## src/hw/rtl/text_console_writer_top_assert.svh

```systemverilog
// assertion macros for the text console writer
// used by the control module; expects clk_i and rst_ni in scope
`ifndef TEXT_CONSOLE_WRITER_TOP_ASSERT_SVH
`define TEXT_CONSOLE_WRITER_TOP_ASSERT_SVH

// property must hold at every clock edge outside reset
`define TCW_ASSERT_PROP(label, prop, msg) \
  label: assert property (@(posedge clk_i) disable iff (!rst_ni) prop) \
    else $error(msg);

// condition must never be true
`define TCW_ASSERT_NEVER(label, cond, msg) \
  `TCW_ASSERT_PROP(label, !(cond), msg)

`endif

```

## src/hw/rtl/tcw_pkg.sv

```systemverilog
// shared constants, types and helper functions of the text console writer
// no dependencies; imported by the interfaces, tcw_cfg, tcw_ctrl and the top level
`timescale 1ns / 1ps
`default_nettype none

package tcw_pkg;

  // screen geometry
  localparam int unsigned SCREEN_COLUMNS = 80;
  localparam int unsigned SCREEN_ROWS    = 25;
  localparam int unsigned TAB_STOP       = 8;
  localparam int unsigned CELL_COUNT     = SCREEN_COLUMNS * SCREEN_ROWS;

  // derived widths
  localparam int unsigned ADDR_W = $clog2(CELL_COUNT);
  localparam int unsigned POS_W  = $clog2(CELL_COUNT + 1);
  localparam int unsigned COL_W  = $clog2(SCREEN_COLUMNS);
  localparam int unsigned TAB_W  = $clog2(TAB_STOP + 1);
  localparam int unsigned NL_W   = $clog2(SCREEN_COLUMNS + TAB_STOP);

  // fixed field widths
  localparam int unsigned CHAR_W     = 8;
  localparam int unsigned COLOR_W    = 4;
  localparam int unsigned ATTR_W     = 8;
  localparam int unsigned COORD_W    = 8;
  localparam int unsigned RIDX_W     = 11;
  localparam int unsigned CELL_W     = 16;
  localparam int unsigned CURSOR_W   = 11;
  localparam int unsigned CFG_IDX_W  = 2;
  localparam int unsigned CFG_DATA_W = 8;

  // positions used by scroll and saturation
  localparam int unsigned SCROLL_POS    = CELL_COUNT - SCREEN_COLUMNS;
  localparam int unsigned END_TAB_PH    = CELL_COUNT % TAB_STOP;
  localparam int unsigned SCROLL_TAB_PH = (SCROLL_POS + 1) % TAB_STOP;

  // control characters
  localparam logic [CHAR_W-1:0] CH_NEWLINE = 8'h0A;
  localparam logic [CHAR_W-1:0] CH_TAB     = 8'h09;

  // configuration register indexes
  localparam logic [CFG_IDX_W-1:0] CFG_FG    = 2'd0;
  localparam logic [CFG_IDX_W-1:0] CFG_BG    = 2'd1;
  localparam logic [CFG_IDX_W-1:0] CFG_BLANK = 2'd2;

  // operation codes
  typedef enum logic [1:0] {
    FUNC_PUT   = 2'd0,
    FUNC_READ  = 2'd1,
    FUNC_CLEAR = 2'd2,
    FUNC_PLACE = 2'd3
  } func_e;

  // configuration register values
  typedef struct packed {
    logic [COLOR_W-1:0] fg;
    logic [COLOR_W-1:0] bg;
    logic [ATTR_W-1:0]  blank;
  } cfg_t;

  // screen store access request
  typedef struct packed {
    logic              we;
    logic [ADDR_W-1:0] waddr;
    logic [CELL_W-1:0] wdata;
    logic              re;
    logic [ADDR_W-1:0] raddr;
  } mem_req_t;

  // reduce a small value modulo the tab stop by shifted subtracts
  function automatic logic [TAB_W-1:0] tab_mod(input logic [NL_W-1:0] v);
    logic [NL_W+4:0] r;
    r = (NL_W+5)'(v);
    for (int k = NL_W - 1; k >= 0; k--) begin
      if (r >= ((NL_W+5)'(TAB_STOP) << k)) begin
        r = r - ((NL_W+5)'(TAB_STOP) << k);
      end
    end
    return r[TAB_W-1:0];
  endfunction

  // fold a column sum below twice the screen width back into range
  function automatic logic [COL_W-1:0] col_wrap(input logic [NL_W-1:0] v);
    logic [NL_W:0] r;
    r = (NL_W+1)'(v);
    if (r >= (NL_W+1)'(2 * SCREEN_COLUMNS)) begin
      r = r - (NL_W+1)'(2 * SCREEN_COLUMNS);
    end
    if (r >= (NL_W+1)'(SCREEN_COLUMNS)) begin
      r = r - (NL_W+1)'(SCREEN_COLUMNS);
    end
    return r[COL_W-1:0];
  endfunction

endpackage

`default_nettype wire

```

## src/hw/rtl/tcw_cfg.sv

```systemverilog
// configuration registers: streamed colours and blank attribute
// depends on tcw_pkg for indexes and the cfg_t type
`timescale 1ns / 1ps
`default_nettype none

module tcw_cfg
  import tcw_pkg::*;
(
  input  logic                  clk_i,
  input  logic                  rst_ni,
  input  logic                  cfg_we_i,
  input  logic [CFG_IDX_W-1:0]  cfg_idx_i,
  input  logic [CFG_DATA_W-1:0] cfg_data_i,
  output cfg_t                  cfg_o
);

  cfg_t cfg_q;

  // register writes, indexes beyond the list are dropped
  always_ff @(posedge clk_i or negedge rst_ni) begin
    if (!rst_ni) begin
      cfg_q.fg    <= 4'hF;
      cfg_q.bg    <= 4'h0;
      cfg_q.blank <= 8'h0F;
    end else if (cfg_we_i) begin
      unique case (cfg_idx_i)
        CFG_FG:    cfg_q.fg    <= cfg_data_i[COLOR_W-1:0];
        CFG_BG:    cfg_q.bg    <= cfg_data_i[COLOR_W-1:0];
        CFG_BLANK: cfg_q.blank <= cfg_data_i[ATTR_W-1:0];
        default: ;
      endcase
    end
  end

  assign cfg_o = cfg_q;

endmodule

`default_nettype wire

```

## config.mk

```make
export PLATFORM = sky130hd
export DESIGN_NAME = tcw_cfg
export DESIGN_NICKNAME = d
export VERILOG_FILES = /design/src/hw/rtl/text_console_writer_top_assert.svh /design/src/hw/rtl/tcw_pkg.sv /design/src/hw/rtl/tcw_cfg.sv
export SDC_FILE = /design/constraint.sdc
export NUM_CORES = 1
export LEC_CHECK = 0
export BUFFER_PORTS_ARGS = -buffer_cell sky130_fd_sc_hd__buf_2
export CORE_MARGIN = 3
export CORE_UTILIZATION = 40
export DETAILED_ROUTE_END_ITERATION = 12
export GPL_TIMING_DRIVEN = 0
export PLACE_DENSITY = 0.68
export REMOVE_ABC_BUFFERS = 1
export SKIP_LAST_GASP = 1
export SLEW_MARGIN = 20
export SYNTH_ARGS = -nofsm -noshare
export SYNTH_HDL_FRONTEND = slang
export SYNTH_SLANG_ARGS = --single-unit
```

## constraint.sdc

```tcl
create_clock -name clk_i -period 1.9 [get_ports clk_i]
set_clock_uncertainty 0.05 [all_clocks]
set_input_delay 0.19 -clock clk_i [delete_from_list [all_inputs] [get_ports clk_i]]
set_output_delay 0.19 -clock clk_i [all_outputs]
set_load 0.02 [all_outputs]
```

### After elaboration in Yosys (flattened, before gate mapping)

Index checks and enable logic that the tools add are counted.

* flip-flop bits (word level): 16
* latch bits: 0
* bits in writable memories: 0
* bits in read-only memories: 0
* bits of input ports: 13
* output and inout port bits: 16
* logic and storage cells: 9
* memories: 0

* add/subtract/negate cells: 0
* multipliers: 0
* div/mod/pow operators: 0
* magnitude comparators: 0
* equal/unequal tests: 2
* shifts and indexed selects: 0
* mux-type cells: 0
* bitwise logic cells: 0
* reductions and logical operators: 4

Operators with widths (count)
* 2-bit AND reduction: 3
* 2-bit by 1-bit equality test with 1-bit output, second input constant: 1
* 2-bit equality test, second input constant: 1
* 2-bit zero test: 1

### Depth between registers and ports, before layout

* depth in word-level cells: 2
* mapped depth: 2

### Worst setup path after synthesis

Ideal clock, no wire load.

* kind: input to register
* start: input port cfg_idx_i[1]
* end: register cfg_q (netlist bit cfg_o[12])
* arrival: 0.777 ns
* required time: 1.768 ns
* slack: 0.991 ns
* stages on the path: 2
* buffers on the path: 0
* cells stage by stage: nor3b_4 > mux2_2

* longest elaborated chain between the ends: 2

RTL lines
* start, declared: line tcw_cfg.sv:12 `input logic [CFG_IDX_W-1:0] cfg_idx_i,`
* 2-bit zero test: line tcw_cfg.sv:26 `unique case (cfg_idx_i)`
* 2-bit AND reduction (no line)
* end, declared: line tcw_cfg.sv:17 `cfg_t cfg_q;`

Every way passes these cells.
A chain may end at the register's enable or synchronous reset.

### Worst setup path in the final report

* start: register cfg_q (netlist bit cfg_o[3])
* end: output port cfg_o[3] (netlist name)

RTL lines
* end, declared: line tcw_cfg.sv:14 `output cfg_t cfg_o`

No word-level cell between the ends.

==> flow_summary_export.csv <==
group,metric,value,unit
outcome,status,"finished clean",
cts,insertion_delay,0.27,ns
worst_setup_path,crit_family,"flip-flops",
sta,fin_crit,1.21,ns
placed_design,portBuffers,28,
cts,cts_inserted_buffers,3,
cells_and_area,nets,82,
power,p_sw_frac,0.301,
floorplanning,core-area,1400,um^2
sta,worst_slew_pin_slew,0.345,ns
synth,synth_cell_type_count,6,
worst_setup_path,worstPathCellList,"buf_2",
cts,clockBufferDepth,2,
placed_design,post-dp-hpwl,830,um
cts,cts_max_level,1,
power,intPower,0.609,mW
worst_setup_path,setup.worst_path.end,"cfg_o[3]",
floorplanning,die_area,2110,um^2
worst_setup_path,critPathLaunch,"cfg_o[3]",
power,powerDensity,1050,nW/um^2
global_routing,grt_pass1_vias,425,
global_routing,antenna_found_initial,0,
power,pwr-share-seq,0.522,
global_routing,overflow,0,
global_routing,grt_pass1_wl,1840,um
sta,relSlewSlack,0.770,
detailed_routing,dr.first_iter.drc_count,0,
global_routing,grt_usage,0.128,
worst_setup_path,endpoint_kind,"output port",
cells_and_area,mostFrequentLayoutCell,"buf_2",
power,power.switching,0.263,mW
run,cap_violations,0,
power,ir_worst_vdd,0.527,mV
worst_setup_path,crit_type,"flip-flop to output port",
worst_setup_path,startpoint_type,"flip-flop",
placed_design,gp_congestion,0.648,
worst_setup_path,rr_worst_depth,1,
synth,postSynthAreaPerCell,18.2,um^2
sta,period_share,0.635,
detailed_routing,antenna_left,0,
floorplanning,start_util,0.455,
worst_setup_path,r2r_end,"cfg_o[10]",
power,clock_power_share,0.192,
sta,max_freq,829,MHz
synth,syn_area,637,um^2
floorplanning,dieHeight,45.9,um
power,finalPower,0.872,mW
power,p_comb_frac,0.286,
synth,synth-seq-cells,16,
sta,setup_violations,0,
detailed_routing,vias_per_cell,5.04,
worst_setup_path,ff2ff_setup_slack,1.09,ns
synth,synthCells,35,
worst_setup_path,max_stage_delay,0.54,ns
global_routing,grt_max_degree,17,
worst_setup_path,critical_path.max_fanout,2,
floorplanning,ioPinCount,29,
cells_and_area,fin_area,828,um^2
worst_hold_path,worstHoldPathType,"primary input to flip-flop",
synth,synth_warnings,0,
cts,cts_tree,"built",
cells_and_area,syn2layout_area_growth,30.1,%
cells_and_area,mostFrequentLayoutCells,"buf_2 (28), mux2_2 (16), dfstp_2 (8), dfrtp_1 (8), clkbuf_4 (3)",
sta,rsz0062_at_grt,"false",
cells_and_area,fill_cells,116,
detailed_routing,num_vias,413,
worst_setup_path,cp.arrival,0.97,ns
cells_and_area,drive_above_1_share,0.851,
floorplanning,rows,13,
cts,cts.clk_slew.worst_paths,0.09,ns
worst_setup_path,slowest_stage,"dfstp_2",
placed_design,dp.cells,78,
sta,drv_slew,0,
worst_setup_path,path_depth,1,
detailed_routing,drt_wl_total,1090,um
cells_and_area,largest_reg_flops,16,
sta,setup_tns,0,ns
cells_and_area,n_antenna_cell,0,
placed_design,placed_area,796,um^2
power,leakage,0.398,nW
worst_setup_path,critPathBufInv,1,
detailed_routing,avgRoutedWirePerCell,13.3,um
sta,hold_violations,0,
worst_setup_path,timing.rr.start,"cfg_o[10]",
detailed_routing,drtPass1Iterations,1,
cts,clock_sinks,16,
cts,root_buffer,"clkbuf_4",
floorplanning,die_w,45.9,um
worst_setup_path,worst_ep_required_time,1.66,ns
cells_and_area,layoutNonFillerInstCount,82,
synth,yosysSeqAreaShare,0.644,
detailed_routing,drc,0,
==> worst min path at each step <==
| stage | start | to | slack [ns] | cells after the start |
|---|---|---|---|---|
| floorplan | rst_ni | cfg_o[10] | -0.16 | 0 |
| global placement | rst_ni | cfg_o[8] | 0.06 | 1 |
| detailed placement | rst_ni | cfg_o[8] | 0.07 | 1 |
| CTS | cfg_data_i[5] | cfg_o[5] | 0.08 | 2 |
| global route | cfg_data_i[5] | cfg_o[5] | 0.08 | 2 |
| finish | cfg_data_i[7] | cfg_o[7] | 0.09 | 2 |
==> routing by layer <==
| metal | GRT usage | share of wire | vias to the layer above |
|---|---|---|---|
| met5 | 0 | 0 | - |
| met4 | 0.0682 | 0.0092 | 0 |
| met3 | 0.0474 | 0.12 | 2 |
| met2 | 0.195 | 0.42 | 22 |
| met1 | 0.154 | 0.44 | 196 |
| li1 | - | - | 193 |
==> cell type report <==
type / count / area, um^2 / area share
sequential: 16 / 410 / 0.495
clock buffer: 3 / 22.5 / 0.0272
tap: 15 / 18.8 / 0.0227
multi-input combinational: 19 / 226 / 0.273
timing repair buffer: 29 / 150 / 0.181
==> power by group through the flow <==
stage	registers (mW)	logic (mW)	clock network, mW
floorplan	0.549	0.0683	0
global placement	0.460	0.249	0
detailed placement	0.462	0.252	0
CTS	0.456	0.254	0.180
global route	0.467	0.268	0.197
finish	0.455	0.249	0.167
==> synthesized netlist by cell type, drive strengths merged <==
master	count	area share
nand3b	2	0.043
dfrtp	8	0.31
mux2	16	0.28
nor3b	1	0.029
dfstp	8	0.33
==> kinds of logic after synthesis <==
kind of cell  Yosys count  synth area share
flops                  16             0.644
mux                    16             0.283
simple gates            3            0.0727
==> stage by stage <==
step	setup slack, ns	util	hold WS, ns
after floorplan	0.991	-	-0.156
after global placement	0.758	0.569	0.0641
after detailed placement	0.749	0.569	0.0703
after CTS	0.679	0.592	0.0785
after global routing	0.639	0.592	0.0819
final	0.694	0.592	0.0889
==> timing repair <==
item,CTS,global route
hold endpoints to repair,8,0
endpoints found under the setup margin,0,0
setup buffers,0,0
resized for setup,0,0
hold buffers,1,0
Note: power is estimated with default switching activity, not from simulation.
